===== src/hdl/mcfd_pkg.sv =====
// mcfd_pkg: shared types and constants of the motor CAN feedback decoder
// no dependencies; used by mcfd_decode and motor_can_feedback_decoder
`default_nettype none

package mcfd_pkg;

  localparam int unsigned IdentWidth  = 29;
  localparam int unsigned CountWidth  = 4;
  localparam int unsigned PayWidth    = 64;
  localparam int unsigned InDataWidth  = 104;
  localparam int unsigned OutDataWidth = 104;

  localparam logic [7:0] TargetReset   = 8'd1;
  localparam logic [7:0] ServoFunction = 8'h29;

  typedef enum logic [1:0] {
    KIND_REJECT = 2'd0,
    KIND_MIT    = 2'd1,
    KIND_SERVO  = 2'd2
  } frame_kind_e;

  typedef struct packed {
    logic [IdentWidth-1:0] ident;
    logic                  extended;
    logic [CountWidth-1:0] count;
    logic [PayWidth-1:0]   payload;
  } frame_t;

  typedef struct packed {
    frame_kind_e           kind;
    logic [IdentWidth-1:0] ident;
    logic signed [16:0]    position;
    logic signed [19:0]    speed;
    logic signed [15:0]    effort;
    logic signed [8:0]     temperature;
    logic [7:0]            fault;
  } result_t;

endpackage

`default_nettype wire


===== src/hdl/mcfd_mit_map.sv =====
// mcfd_mit_map: linear mapping of the raw mit-mode fields onto fixed-point units
// constant-coefficient multiplies with division by 2^n-1 folded into adds
`default_nettype none

module mcfd_mit_map (
  input  logic [15:0]        pos_raw_i,
  input  logic [11:0]        spd_raw_i,
  input  logic [11:0]        eff_raw_i,
  output logic signed [16:0] position_o,
  output logic signed [19:0] speed_o,
  output logic signed [15:0] effort_o
);

  localparam logic [32:0] PosSpan = 33'd102400;
  localparam logic [32:0] PosHalf = 33'd32767;
  localparam logic [27:0] SpdSpan = 28'd25600;
  localparam logic [27:0] EffSpan = 28'd51200;
  localparam logic [27:0] Half4095 = 28'd2047;
  localparam logic [16:0] PosOffset = 17'd51200;
  localparam logic [19:0] SpdOffset = 20'd12800;
  localparam logic [15:0] EffOffset = 16'd25600;

  // floor(y / 65535) for y below 2^33
  function automatic logic [16:0] div_65535(input logic [32:0] y);
    logic [17:0] s;
    logic [16:0] s2;
    logic        corr;
    s    = {1'b0, y[32:16]} + {2'b0, y[15:0]};
    s2   = {15'b0, s[17:16]} + {1'b0, s[15:0]};
    corr = (s2 >= 17'd65535);
    return y[32:16] + {15'b0, s[17:16]} + {16'b0, corr};
  endfunction

  // floor(y / 4095) for y below 2^28, quotient below 2^16
  function automatic logic [15:0] div_4095(input logic [27:0] y);
    logic [16:0] s;
    logic [12:0] s2;
    logic        corr;
    s    = {1'b0, y[27:12]} + {5'b0, y[11:0]};
    s2   = {8'b0, s[16:12]} + {1'b0, s[11:0]};
    corr = (s2 >= 13'd4095);
    return y[27:12] + {11'b0, s[16:12]} + {15'b0, corr};
  endfunction

  logic [32:0] pos_y;
  logic [27:0] spd_y;
  logic [27:0] eff_y;
  logic [16:0] pos_q;
  logic [15:0] spd_q;
  logic [15:0] eff_q;

  // rounding to nearest: odd divisor, so adding (d-1)/2 before flooring is exact
  assign pos_y = {17'b0, pos_raw_i} * PosSpan + PosHalf;
  assign spd_y = {16'b0, spd_raw_i} * SpdSpan + Half4095;
  assign eff_y = {16'b0, eff_raw_i} * EffSpan + Half4095;

  assign pos_q = div_65535(pos_y);
  assign spd_q = div_4095(spd_y);
  assign eff_q = div_4095(eff_y);

  assign position_o = $signed(pos_q - PosOffset);
  assign speed_o    = $signed({4'b0, spd_q} - SpdOffset);
  assign effort_o   = $signed(eff_q - EffOffset);

endmodule

`default_nettype wire


===== src/hdl/mcfd_decode.sv =====
// mcfd_decode: classification of one frame and selection of the result fields
// depends on mcfd_pkg and mcfd_mit_map
`default_nettype none

module mcfd_decode (
  input  mcfd_pkg::frame_t  frame_i,
  input  logic [7:0]        target_i,
  output mcfd_pkg::result_t result_o
);

  logic [7:0]         b [8];
  logic               long_enough;
  logic               full_frame;
  logic               mit_hit;
  logic               servo_hit;
  logic [7:0]         fault;
  logic signed [16:0] mit_position;
  logic signed [19:0] mit_speed;
  logic signed [15:0] mit_effort;
  logic [15:0]        srv_speed_raw;
  logic [19:0]        srv_speed;

  always_comb begin
    for (int i = 0; i < 8; i++) begin
      b[i] = frame_i.payload[63-8*i -: 8];
    end
  end

  // length codes above 8 behave as 8
  assign long_enough = (frame_i.count >= 4'd7);
  assign full_frame  = (frame_i.count >= 4'd8);
  assign fault       = full_frame ? b[7] : 8'd0;

  assign mit_hit   = (frame_i.ident[10:0] == {3'b0, target_i}) && (b[0] == target_i);
  assign servo_hit = frame_i.extended && (frame_i.ident[15:8] == mcfd_pkg::ServoFunction)
                     && (frame_i.ident[7:0] == target_i);

  mcfd_mit_map u_mit_map (
    .pos_raw_i  ({b[1], b[2]}),
    .spd_raw_i  ({b[3], b[4][7:4]}),
    .eff_raw_i  ({b[4][3:0], b[5]}),
    .position_o (mit_position),
    .speed_o    (mit_speed),
    .effort_o   (mit_effort)
  );

  assign srv_speed_raw = {b[2], b[3]};
  assign srv_speed     = {{4{srv_speed_raw[15]}}, srv_speed_raw} * 20'd10;

  always_comb begin
    result_o = '0;
    if (long_enough && mit_hit) begin
      result_o.kind        = mcfd_pkg::KIND_MIT;
      result_o.ident       = {18'b0, frame_i.ident[10:0]};
      result_o.position    = mit_position;
      result_o.speed       = mit_speed;
      result_o.effort      = mit_effort;
      result_o.temperature = $signed({1'b0, b[6]} - 9'd40);
      result_o.fault       = fault;
    end else if (long_enough && servo_hit) begin
      result_o.kind        = mcfd_pkg::KIND_SERVO;
      result_o.ident       = frame_i.ident;
      result_o.position    = $signed({b[0][7], b[0], b[1]});
      result_o.speed       = $signed(srv_speed);
      result_o.effort      = $signed({b[4], b[5]});
      result_o.temperature = $signed({b[6][7], b[6]});
      result_o.fault       = fault;
    end
  end

endmodule

`default_nettype wire


===== src/hdl/motor_can_feedback_decoder.sv =====
// motor_can_feedback_decoder: top level with input register, decode and result register
// depends on mcfd_pkg and mcfd_decode
//
// usage
//   slave channel s_axis: one received CAN frame per transaction; tuser carries
//   the extended-identifier flag
//   master channel m_axis: one decoded result per frame; tuser carries the kind
//   (rejected, mit-mode reply, servo-mode feedback), rejected frames give zeros
//   cfg_we_i / cfg_wdata_i: write of the target motor identifier, only while idle
// timing
//   a frame is registered, decoded in one step and registered again before the
//   result is presented; one frame per cycle is taken
//   while the master side keeps up
// reset
//   clears both stage valids and sets the target motor to 1
// stall
//   while m_axis_tready_i is low the result holds, the input register still
//   fills, and s_axis_tready_o falls only once both stages hold a frame
`default_nettype none

module motor_can_feedback_decoder (
  input  logic         clk_i,
  input  logic         rst_ni,
  input  logic         cfg_we_i,
  input  logic [7:0]   cfg_wdata_i,
  input  logic         s_axis_tvalid_i,
  output logic         s_axis_tready_o,
  // frame_ident[28:0], byte_count[32:29], payload[96:33], zero [103:97]
  input  logic [103:0] s_axis_tdata_i,
  // is_extended[0]
  input  logic         s_axis_tuser_i,
  output logic         m_axis_tvalid_o,
  input  logic         m_axis_tready_i,
  // matched_ident[28:0], position_value[45:29], speed_value[65:46],
  // effort_value[81:66], temperature_value[90:82], fault_code[98:91], zero [103:99]
  output logic [103:0] m_axis_tdata_o,
  // frame_kind[1:0]
  output logic [1:0]   m_axis_tuser_o
);

  logic [7:0]        target_q;
  logic              in_valid_q;
  logic              in_valid_d;
  mcfd_pkg::frame_t  frame_q;
  mcfd_pkg::frame_t  frame_d;
  logic              out_valid_q;
  logic              out_valid_d;
  mcfd_pkg::result_t result_q;
  mcfd_pkg::result_t result_d;
  logic              out_ready;
  logic              in_ready;
  logic              in_load;
  logic              out_load;

  assign out_ready = !out_valid_q || m_axis_tready_i;
  assign in_ready  = !in_valid_q || out_ready;
  assign in_load   = s_axis_tvalid_i && in_ready;
  assign out_load  = in_valid_q && out_ready;

  assign in_valid_d  = in_ready ? s_axis_tvalid_i : in_valid_q;
  assign out_valid_d = out_ready ? in_valid_q : out_valid_q;

  assign frame_d.ident    = s_axis_tdata_i[28:0];
  assign frame_d.count    = s_axis_tdata_i[32:29];
  assign frame_d.payload  = s_axis_tdata_i[96:33];
  assign frame_d.extended = s_axis_tuser_i;

  mcfd_decode u_decode (
    .frame_i  (frame_q),
    .target_i (target_q),
    .result_o (result_d)
  );

  always_ff @(posedge clk_i or negedge rst_ni) begin
    if (!rst_ni) begin
      target_q    <= mcfd_pkg::TargetReset;
      in_valid_q  <= 1'b0;
      out_valid_q <= 1'b0;
    end else begin
      if (cfg_we_i) begin
        target_q <= cfg_wdata_i;
      end
      in_valid_q  <= in_valid_d;
      out_valid_q <= out_valid_d;
    end
  end

  always_ff @(posedge clk_i) begin
    if (in_load) begin
      frame_q <= frame_d;
    end
    if (out_load) begin
      result_q <= result_d;
    end
  end

  assign s_axis_tready_o = in_ready;
  assign m_axis_tvalid_o = out_valid_q;
  assign m_axis_tuser_o  = result_q.kind;
  assign m_axis_tdata_o  = {5'b0, result_q.fault, result_q.temperature, result_q.effort,
                            result_q.speed, result_q.position, result_q.ident};

endmodule

`default_nettype wire


===== config.mk =====
export PLATFORM = sky130hd
export DESIGN_NAME = motor_can_feedback_decoder
export DESIGN_NICKNAME = d
export VERILOG_FILES = /design/src/hdl/mcfd_pkg.sv /design/src/hdl/mcfd_mit_map.sv /design/src/hdl/mcfd_decode.sv /design/src/hdl/motor_can_feedback_decoder.sv
export SDC_FILE = /design/constraint.sdc
export NUM_CORES = 1
export LEC_CHECK = 0
export BUFFER_PORTS_ARGS = -buffer_cell sky130_fd_sc_hd__buf_2
export CAP_MARGIN = 10
export CELL_PAD_IN_SITES_DETAIL_PLACEMENT = 1
export CELL_PAD_IN_SITES_GLOBAL_PLACEMENT = 1
export CORE_ASPECT_RATIO = 2
export CORE_MARGIN = 3
export CORE_UTILIZATION = 50
export DETAILED_ROUTE_END_ITERATION = 6
export PLACE_DENSITY = 0.93
export SYNTH_ARGS = -nofsm -noshare
export SYNTH_HDL_FRONTEND = slang
export SYNTH_SLANG_ARGS = --single-unit

===== constraint.sdc =====
create_clock -name clk_i -period 28.1 [get_ports clk_i]
set_input_delay 0 -clock clk_i [delete_from_list [all_inputs] [get_ports clk_i]]
set_output_delay 0 -clock clk_i [all_outputs]
set_load 0.1 [all_outputs]

== Yosys cells after proc, flatten, opt, wreduce, memory -nomap -nowiden ==
Index checks and enable logic that the tools add are counted.

* Register bits after elaboration: 209
* Logic and storage cells: 63
* Latch bits: 0
* Memory bits (read-only): 0
* Input bits: 118
* RAM bits: 0
* Output and inout bits: 108
* Memories kept: 0

* Muxes and demuxes: 3
* Multipliers: 4
* Divide/modulo/power cells: 0
* Magnitude comparators: 5
* Equality and inequality tests: 4
* Reductions and logical operators: 12
* Bitwise logic cells: 1
* Add/subtract/negate cells: 19
* Shift operators: 0

{| class="wikitable"
|+ Operators with widths
! operator !! number
|-
| 2-to-1 mux 101 bit || 1
|-
| 2-to-1 mux 81 bit || 1
|-
| adder 16 x 12 -> 17 bit || 2
|-
| multiplier 12 x 5 -> 17 bit, second input constant || 2
|-
| adder 33 x 15 -> 33 bit, second input constant || 1
|-
| adder 16 x 1 -> 16 bit || 2
|-
| adder 16 x 5 -> 16 bit || 2
|-
| adder 27 x 11 -> 28 bit, second input constant || 1
|-
| adder 28 x 11 -> 28 bit, second input constant || 1
|-
| adder 5 x 12 -> 13 bit || 2
|-
| >= comparator 13 x 12 -> 1 bit, second input constant || 2
|-
| multiplier 16 x 5 -> 21 bit, second input constant || 1
|-
| multiplier 20 x 3 -> 19 bit, second input constant || 1
|-
| adder 17 x 16 -> 18 bit || 1
|-
| adder 17 x 1 -> 17 bit || 1
|-
| adder 17 x 2 -> 17 bit || 1
|-
| adder 2 x 16 -> 17 bit || 1
|-
| >= comparator 17 x 16 -> 1 bit, second input constant || 1
|-
| subtractor 16 x 14 -> 17 bit, second input constant || 1
|-
| subtractor 17 x 16 -> 17 bit, second input constant || 1
|-
| equality test 8 bit || 2
|-
| subtractor 16 x 15 -> 16 bit, second input constant || 1
|-
| equality test 11 x 8 -> 1 bit || 1
|-
| subtractor 8 x 6 -> 9 bit, second input constant || 1
|-
| other kinds (9) || 17
|}

== Logic depth before layout (Yosys ltp) ==
Gate-level depths: netlist (run 1).

* Depth in word-level cells: 8
* Mapped depth: 46
* Gate-level depth less buffers: 45

== Modules after synthesis ==
Synthesis (run 1) repeated with hierarchy kept, for this count alone.

* Cells, all modules: 1,476
* Area, all modules: 15,991.6 sq um

{| class="wikitable"
|+ By module, submodules not included
! module !! seq. area each (sq um) !! cells each !! instances !! area each (sq um)
|-
| mcfd_mit_map || 0.0 || 958 || 1 || 7,442.1
|-
| motor_can_feedback_decoder || 6,227.2 || 230 || 1 || 6,438.7
|-
| mcfd_decode || 0.0 || 288 || 1 || 2,110.8
|}

== Least setup slack after synthesis (run 1) ==
Ideal clock, no wire load.

* Path kind: register to register
* Start point: reg frame_q[42] (netlist name)
* End point: reg result_q, in the netlist m_axis_tdata_o[45] (data pin)
* Path slack: 18.420 ns
* Setup time: 0.260 ns
* Stages on the path, launching flop included: 38
* Data required time: 27.840 ns
* Path buffers: 1
* Data arrival time: 9.420 ns
* Clock period less this slack: 9.680 ns
* Cells stage by stage: edfxtp_1 ha_1 ha_1 fa_1 ha_1 or2_2 and3_1 nor4_2 nand3_1 or4_1 clkbuf_1 nor3_1 xor2_1 inv_1 ha_1 a21oi_1 a32o_1 xor2_1 [... 2 more ...] nand3_1 or4b_2 o211ai_1 a21oi_1 mux2i_1 a211oi_1 a2bb2oi_1 or4_1 fa_1 fa_1 nor3_1 and2_1 and3_1 nor2b_1 a21oi_1 a31oi_1 and3_1 o31ai_1

{| class="wikitable"
|+ RTL lines
! what !! line !! source
|-
| start: declaration || motor_can_feedback_decoder.sv:44 || <nowiki>mcfd_pkg::frame_t frame_q;</nowiki>
|-
| start signal: assignment || motor_can_feedback_decoder.sv:90 || <nowiki>frame_q <= frame_d;</nowiki>
|-
| end signal: assignment || motor_can_feedback_decoder.sv:93 || <nowiki>result_q <= result_d;</nowiki>
|-
| end: declaration || motor_can_feedback_decoder.sv:48 || <nowiki>mcfd_pkg::result_t result_q;</nowiki>
|}

==> results of run 1 <==
## area by class of cell
class / count / share of cell area (%)
tap: 423 / 2.68
multi-input combinational: 1133 / 47.1
sequential: 209 / 31.5
clock inverter: 14 / 1.10
antenna: 20 / 0.253
timing repair buffer: 338 / 11.7
inverter: 164 / 3.12
clock buffer: 21 / 2.55
## layout by cell type, fill, tap and decap left out, types with 31 or more instances in the layout
| master | Yosys | routed |
|---|---|---|
| sky130_fd_sc_hd__buf_2 | 1 | 213 |
| sky130_fd_sc_hd__ha_1 | 200 | 200 |
| sky130_fd_sc_hd__edfxtp_1 | 199 | 199 |
| sky130_fd_sc_hd__inv_1 | 163 | 163 |
| sky130_fd_sc_hd__dlygate4sd3_1 | 0 | 120 |
| sky130_fd_sc_hd__xnor2_1 | 97 | 97 |
| sky130_fd_sc_hd__nand2_1 | 74 | 74 |
| sky130_fd_sc_hd__nor2_1 | 69 | 69 |
| sky130_fd_sc_hd__xor2_1 | 60 | 60 |
| sky130_fd_sc_hd__a21oi_1 | 57 | 57 |
| sky130_fd_sc_hd__o21ai_0 | 57 | 57 |
| sky130_fd_sc_hd__nand3_1 | 40 | 40 |
| sky130_fd_sc_hd__fa_1 | 35 | 35 |
| sky130_fd_sc_hd__nor3_1 | 32 | 32 |
| sky130_fd_sc_hd__and2_1 | 33 | 31 |
## registers in the layout, summed over array words and instances (netlist names)
signal	flops
target_q	8
m_axis_tuser_o	2
m_axis_tvalid_o	1
m_axis_tdata_o	99
frame_q	98
in_valid_q	1
## per-layer routing
layer / GRT usage (%) / wire length, um / vias up
li1: - / - / 6225
met1: 38.6 / 22500 / 7581
met2: 72.1 / 37800 / 1361
met3: 15.5 / 8390 / 739
met4: 45.1 / 11600 / 18
met5: 0.997 / 153 / -
## where the power goes
part	switching (mW)	total, mW	internal, mW
combinational	0.735	1.09	0.353
sequential	0.0231	0.387	0.364
clock	0.164	0.343	0.179
## final timing paths
path                                            start                          endpoint  slack (ns)
worst max-delay path            frame_q[42]$_DFFE_PP_      m_axis_tdata_o[43]$_DFFE_PP_       13.72
worst min-delay path                s_axis_tdata_i[1]             frame_q[70]$_DFFE_PP_        0.10
worst max register to register  frame_q[42]$_DFFE_PP_      m_axis_tdata_o[43]$_DFFE_PP_       13.72
worst min register to register  frame_q[86]$_DFFE_PP_  m_axis_tdata_o[17]$_SDFFCE_PP0P_        0.53
max in group asynchronous                      rst_ni           target_q[2]$_DFFE_PN0P_       26.32
min in group asynchronous                      rst_ni           target_q[0]$_DFFE_PN1P_        0.50
## cell families (layout without fill, tap and decap cells)
| group | Yosys count | count (layout) |
|---|---|---|
| other | 1 | 32 |
| AND/OR/NAND/NOR | 395 | 395 |
| adder cells (fa/ha/maj) | 237 | 237 |
| AO/OA/AOI/OAI | 309 | 309 |
| XOR/XNOR | 164 | 164 |
| multiplexers | 16 | 16 |
| buffers and inverters | 196 | 537 |
| flip-flops | 209 | 209 |
## per-stage QoR
stage          setup slack [ns]  instance area [um^2]  total power [mW]  std cells  hold WS, ns
6_report                  13.72                 19800              1.82       2322        0.105
5_1_grt                   14.00                 19700              1.87       2313        0.119
4_1_cts                   16.14                 19700              1.66       2302        0.168
3_5_place_dp              16.49                 17800              1.32       2147       -0.103
3_3_place_gp              17.03                 17800              1.25       2147       -0.120
2_1_floorplan             18.42                 16300              1.08       1538       -0.296
## worst reg2reg max path: cells and delay by family, from the launching register on
family	cells	cell delay, ns
XOR/XNOR	4	1.37
multiplexers	1	0.22
buffers and inverters	3	0.45
flip-flops	1	0.55
AO/OA/AOI/OAI	9	2.84
AND/OR/NAND/NOR	12	5.30
adder cells (fa/ha/maj)	9	3.29
==> impl_metrics.tcl, run 1 <==
set metrics [dict create \
    setup.worst_path.end_class "register" \
    crit_buf_inv 3 \
    totalWireLength_um 80400 \
    timing_worst_setup_path_type "reg2reg" \
    hold_path.class "in2reg" \
    synth.yosys.warnings 0 \
    synth_simple_gate_area_share_pct 13.5 \
    critical_path_peak_fanout 8 \
    slowest_stage "sky130_fd_sc_hd__nor3_1" \
    fin_nets 2219 \
    run_status "finished, violations left" \
    initial_antenna_violation_count 25 \
    timing.critical_path.mode_cell "sky130_fd_sc_hd__ha_1" \
    syn-mean-instance-area_um2 10.6 \
    critical_path.top_delay_family "simple AND/OR/NAND/NOR gates" \
    floorplan.die_area_mm2 0.0349 \
    die_height_um 261 \
    start_util_pct 51.2 \
    multi_input_comb_area_mm2 0.00931 \
    edff_count_synth 199 \
    count_of_input_and_output_buffers 213 \
    cts.hold.buffers_added 120 \
    clock_tree.buffer_depth 3 \
    first_global_vias 17000 \
    ys_types 108 \
    viasPerCell 6.86 \
    post_synth_most_frequent_cells "sky130_fd_sc_hd__ha_1, sky130_fd_sc_hd__edfxtp_1, sky130_fd_sc_hd__inv_1" \
    mapped_cell_area_mm2 0.0163 \
    layout-drive-gt1-share_pct 16.7 \
    route.detailed.drc 1 \
    synth_seq_cells 209 \
    finalWeightedCongestion 0.927 \
    synth_top_family_by_area "adder cells" \
    floorplan.die.width_um 134 \
    grt.total_usage_pct 43.2 \
    tritoncts_sinks 209 \
    irDropWorstVdd_uv 63.6 \
    numCtsBuffers 20 \
    total_number_of_placement_rows 92 \
    synth.yosys.seq_area_share_pct 38.3 \
    startpoint_type "register" \
    cts_tree "yes" \
    final_hold_viol_count 0 \
    final.fill_count 3424 \
    min_path_cells 2 \
    regArea_mm2 0.00623 \
    cellLeakagePower_nw 8.61 \
    cpPeakStageDelay_ns 1.14 \
    pwr_density_cell_mw_per_mm2 92.0 \
    synth_top_area_share_pct 36.7 \
    cts_resizes 0 \
    synth_flop_type "sky130_fd_sc_hd__edfxtp_1" \
    period_share_pct 51.2 \
    timing_max_transition_violations_final 0 \
    drt-initial-drc-count 2168 \
    worst-endpoint-arrival_ns 14.60 \
    async_flop_share_pct 4.78 \
    post-cts-setup-buffers 0 \
    worst-slew-pin-transition_ns 1.45 \
    clkLatencyLatePin_ns 0.60 \
    finalCoreUtilization_pct 62.2 \
    grt_pass1_wl_um 110000 \
    globalRouteOverflowTotal 0 \
    path_clk_slew_ns 0.11 \
    grt_setup_unrepaired "false" \
    post_synth_mux_area_share_pct 1.05 \
    timing.slew.headroom_pct 2.82 \
    ff2ff_path_depth 38 \
    io_pins 226 \
    maximum_number_of_pins_on_one_net_before_global_route_repair 67 \
    synth_compound_gate_area_share_pct 13.3 \
    xor_xnor_share_of_the_synthesized_area_pct 9.24 \
    finalWorstPathRequiredPeriod_ns 14.38 \
    syn_to_final_growth_pct 21.5 \
    root_buffer "sky130_fd_sc_hd__clkbuf_16" \
    antenna_violating_nets_post_route 0 \
    synthCells 1527 \
    synth_top_cells_by_area "sky130_fd_sc_hd__edfxtp_1, sky130_fd_sc_hd__ha_1, sky130_fd_sc_hd__xnor2_1" \
    yosys.area.top_type "sky130_fd_sc_hd__edfxtp_1" \
    finalSetupTns_ns 0 \
    failed_checks "design-rule violations" \
    achievable-frequency_mhz 69.5 \
    fin_worst_skew_ns 0.0569 \
    crit_required_ns 28.32 \
    placeableCoreArea_mm2 0.0318 \
    logic_depth_of_the_worst_setup_path_including_buffers 38 \
    wl_per_cell_um 34.6 \
    clock_tree.htree_level_count 1 \
    drt-pass1-iter-count 7 \
    synthMostInstantiatedCell "sky130_fd_sc_hd__ha_1" \
    setup_violations 0 \
    detailroute.via_count 15900 \
    detailed_place_hpwl_um 43000 \
    post_synthesis_share_of_cell_area_spent_on_full_adders_half_adders_and_majority_gates_pct 19.8 \
    max_cap_viols 0 \
]
(Power assumes the default switching activity.)
==> inputs of run 2 (changes only) <==
--- a/config.mk
+++ b/config.mk
@@ -11,9 +11,9 @@
 export CELL_PAD_IN_SITES_GLOBAL_PLACEMENT = 1
 export CORE_ASPECT_RATIO = 2
 export CORE_MARGIN = 3
-export CORE_UTILIZATION = 50
+export CORE_UTILIZATION = 47
 export DETAILED_ROUTE_END_ITERATION = 6
-export PLACE_DENSITY = 0.93
+export PLACE_DENSITY = 0.88
 export SYNTH_ARGS = -nofsm -noshare
 export SYNTH_HDL_FRONTEND = slang
 export SYNTH_SLANG_ARGS = --single-unit
==> constraint.sdc (replaced) <==
create_clock -name clk_i -period 14.3 [get_ports clk_i]
set_input_delay 0 -clock clk_i [delete_from_list [all_inputs] [get_ports clk_i]]
set_output_delay 0 -clock clk_i [all_outputs]
set_load 0.1 [all_outputs]
==> run 2 against run 1 <==
  * The flow now finishes without violations
  * Clock power is 79% higher
  * Cell count hardly changed
  * Hold slack better by 0.065 ns
  * Sequential cell count stayed put
  * Critical path type unchanged
  * Combinational power is 76% higher
  * Power is 81% higher
  * Fmax is 19% higher
  * Die area is 6.2% higher
  * Worst setup slack worse by 11 ns
  * Count of clock-buffer cells in the layout is 3 higher
  * Critical endpoint is now m_axis_tdata_o[45]$_DFFE_PP_
==> impl_metrics.tcl, run 2 (synthesis gave the netlist of run 1 again) <==
set metrics [dict create \
    totalWireLength_um 61200 \
    clock_tree.buffer_depth 3 \
    detailroute.via_count 14100 \
    io_pins 226 \
    startpoint_type "register" \
    startpoint_of_the_tightest_hold_check_path "s_axis_tuser_i" \
    grt_setup_unrepaired "false" \
    crit_buf_inv 3 \
    max_cap_viols 0 \
    cpPeakStageDelay_ns 0.67 \
    route.met2.wl_um 32900 \
    detailed_place_hpwl_um 40600 \
    largest_register_ffs 99 \
    wl_per_cell_um 26.4 \
    syn_to_final_growth_pct 21.2 \
    post-cts-setup-buffers 0 \
    fin_nets 2220 \
    route.detailed.drc 0 \
    placeableCoreArea_mm2 0.0339 \
    placed_cell_area_mm2 0.0178 \
    drt-pass1-iter-count 5 \
    final_design_area_no_fill_mm2 0.0197 \
    setup.worst_path.end_class "register" \
    post-place-ws_ns 2.88 \
    finalWeightedCongestion 0.965 \
    achievable-frequency_mhz 82.9 \
    timing_worst_setup_path_type "reg2reg" \
    clock_tree.htree_level_count 1 \
    layout-drive-gt1-share_pct 16.8 \
    irDropWorstVdd_uv 137 \
    timing.slew.headroom_pct 35.0 \
    root_buffer "sky130_fd_sc_hd__clkbuf_16" \
    total_number_of_placement_rows 95 \
    die_height_um 269 \
    antenna_violating_nets_post_route 0 \
    floorplan.die_area_mm2 0.0370 \
    tritoncts_sinks 209 \
    final_cell_mix "sky130_fd_sc_hd__buf_2, sky130_fd_sc_hd__ha_1, sky130_fd_sc_hd__edfxtp_1" \
    r2r-start "frame_q[42]$_DFFE_PP_" \
    globalRouteOverflowTotal 0 \
    drt-initial-drc-count 872 \
    timing_max_transition_violations_final 0 \
    clkLatencyLatePin_ns 0.55 \
    hold_slack_ns 0.169 \
    stdcell_count 2321 \
    finalCoreUtilization_pct 58.2 \
    finalSetupTns_ns 0 \
    fin_worst_skew_ns 0.0247 \
    hold_path.class "in2reg" \
    cts_tree "yes" \
    timing.reg2reg.setup_slack_ns 2.23 \
    critical_path_peak_fanout 8 \
    worst-endpoint-arrival_ns 12.40 \
    slowest_stage "sky130_fd_sc_hd__or4b_2" \
    topRoutingLayerUsed "met5" \
    initial_antenna_violation_count 4 \
    routed-wl-met3_um 2960 \
    grt.total_usage_pct 32.7 \
    pwr_density_cell_mw_per_mm2 166 \
    start_util_pct 48.0 \
    numCtsBuffers 21 \
    post-route-worst-setup-slack_ns 2.23 \
    maximum_number_of_pins_on_one_net_before_global_route_repair 58 \
    viasPerCell 6.07 \
    grt_pass1_wl_um 90600 \
    final_hold_viol_count 0 \
    leading_cell_type_in_the_layout_fill_and_taps_excluded "sky130_fd_sc_hd__buf_2" \
    worst-slew-pin-transition_ns 0.974 \
    final.fill_count 3732 \
    count_of_input_and_output_buffers 213 \
    wl_met1_um 18100 \
    first_global_vias 15600 \
    total_power_mw 3.28 \
    regArea_mm2 0.00623 \
    run_status "complete, no violations" \
    crit_required_ns 14.63 \
    path_clk_slew_ns 0.08 \
    critical_path.top_delay_family "simple AND/OR/NAND/NOR gates" \
    cellLeakagePower_nw 8.61 \
    multi_input_comb_area_mm2 0.00931 \
    period_share_pct 84.4 \
    timing.critical_path.mode_cell "sky130_fd_sc_hd__ha_1" \
    finalWorstPathRequiredPeriod_ns 12.07 \
    setup_violations 0 \
    placed_cells 2160 \
    floorplan.die.width_um 138 \
    crit_start "frame_q[42]$_DFFE_PP_" \
]
==> run 2: repair_timing <==
| item | CTS | global route |
|---|---|---|
| hold endpoints to repair | 118 | 0 |
| hold buffers | 120 | 0 |
| resized for setup | 0 | 0 |
==> run 2: final cells by class <==
| cell class | instances | area share (%) |
|---|---|---|
| well taps | 436 | 2.77 |
| diodes | 3 | 0.0381 |
| clock buffers | 24 | 2.88 |
| repair buffers | 338 | 11.7 |
| inverters | 164 | 3.12 |
| multi-input cells | 1133 | 47.2 |
| flip-flops and latches | 209 | 31.6 |
| clock inverters | 14 | 0.698 |
==> run 2: path summary, 6_finish.rpt <==
kind                                                     to  cells past startpoint
setup reg to reg               m_axis_tdata_o[45]$_DFFE_PP_                     38
setup / recovery               m_axis_tdata_o[45]$_DFFE_PP_                     38
min in group asynchronous           target_q[0]$_DFFE_PN1P_                      3
hold reg to reg            m_axis_tdata_o[19]$_SDFFCE_PP0P_                      1
hold / removal                        frame_q[68]$_DFFE_PP_                      2
max in group asynchronous           target_q[7]$_DFFE_PN0P_                      4
==> run 2: routing by layer <==
layer	GRT usage, %	up-vias
met1	28.6	6907
met3	4.95	337
met4	31.0	2
li1	-	6203
met5	0	-
met2	60.8	631
==> run 2: power by group <==
part / switching [mW] / total [mW] / internal (mW)
Combinational: 1.23 / 1.92 / 0.683
Sequential: 0.0353 / 0.751 / 0.715
Clock: 0.289 / 0.614 / 0.325
==> run 2: worst register-to-register path, delay by kind of cell (launching register included) <==
| family | cells | cell delay, ns |
|---|---|---|
| buf+inv | 3 | 0.34 |
| flops | 1 | 0.57 |
| fa+ha+maj | 9 | 3.16 |
| simple gates | 11 | 3.99 |
| mux | 1 | 0.17 |
| compound gates | 11 | 2.46 |
| xor+xnor | 3 | 1.16 |
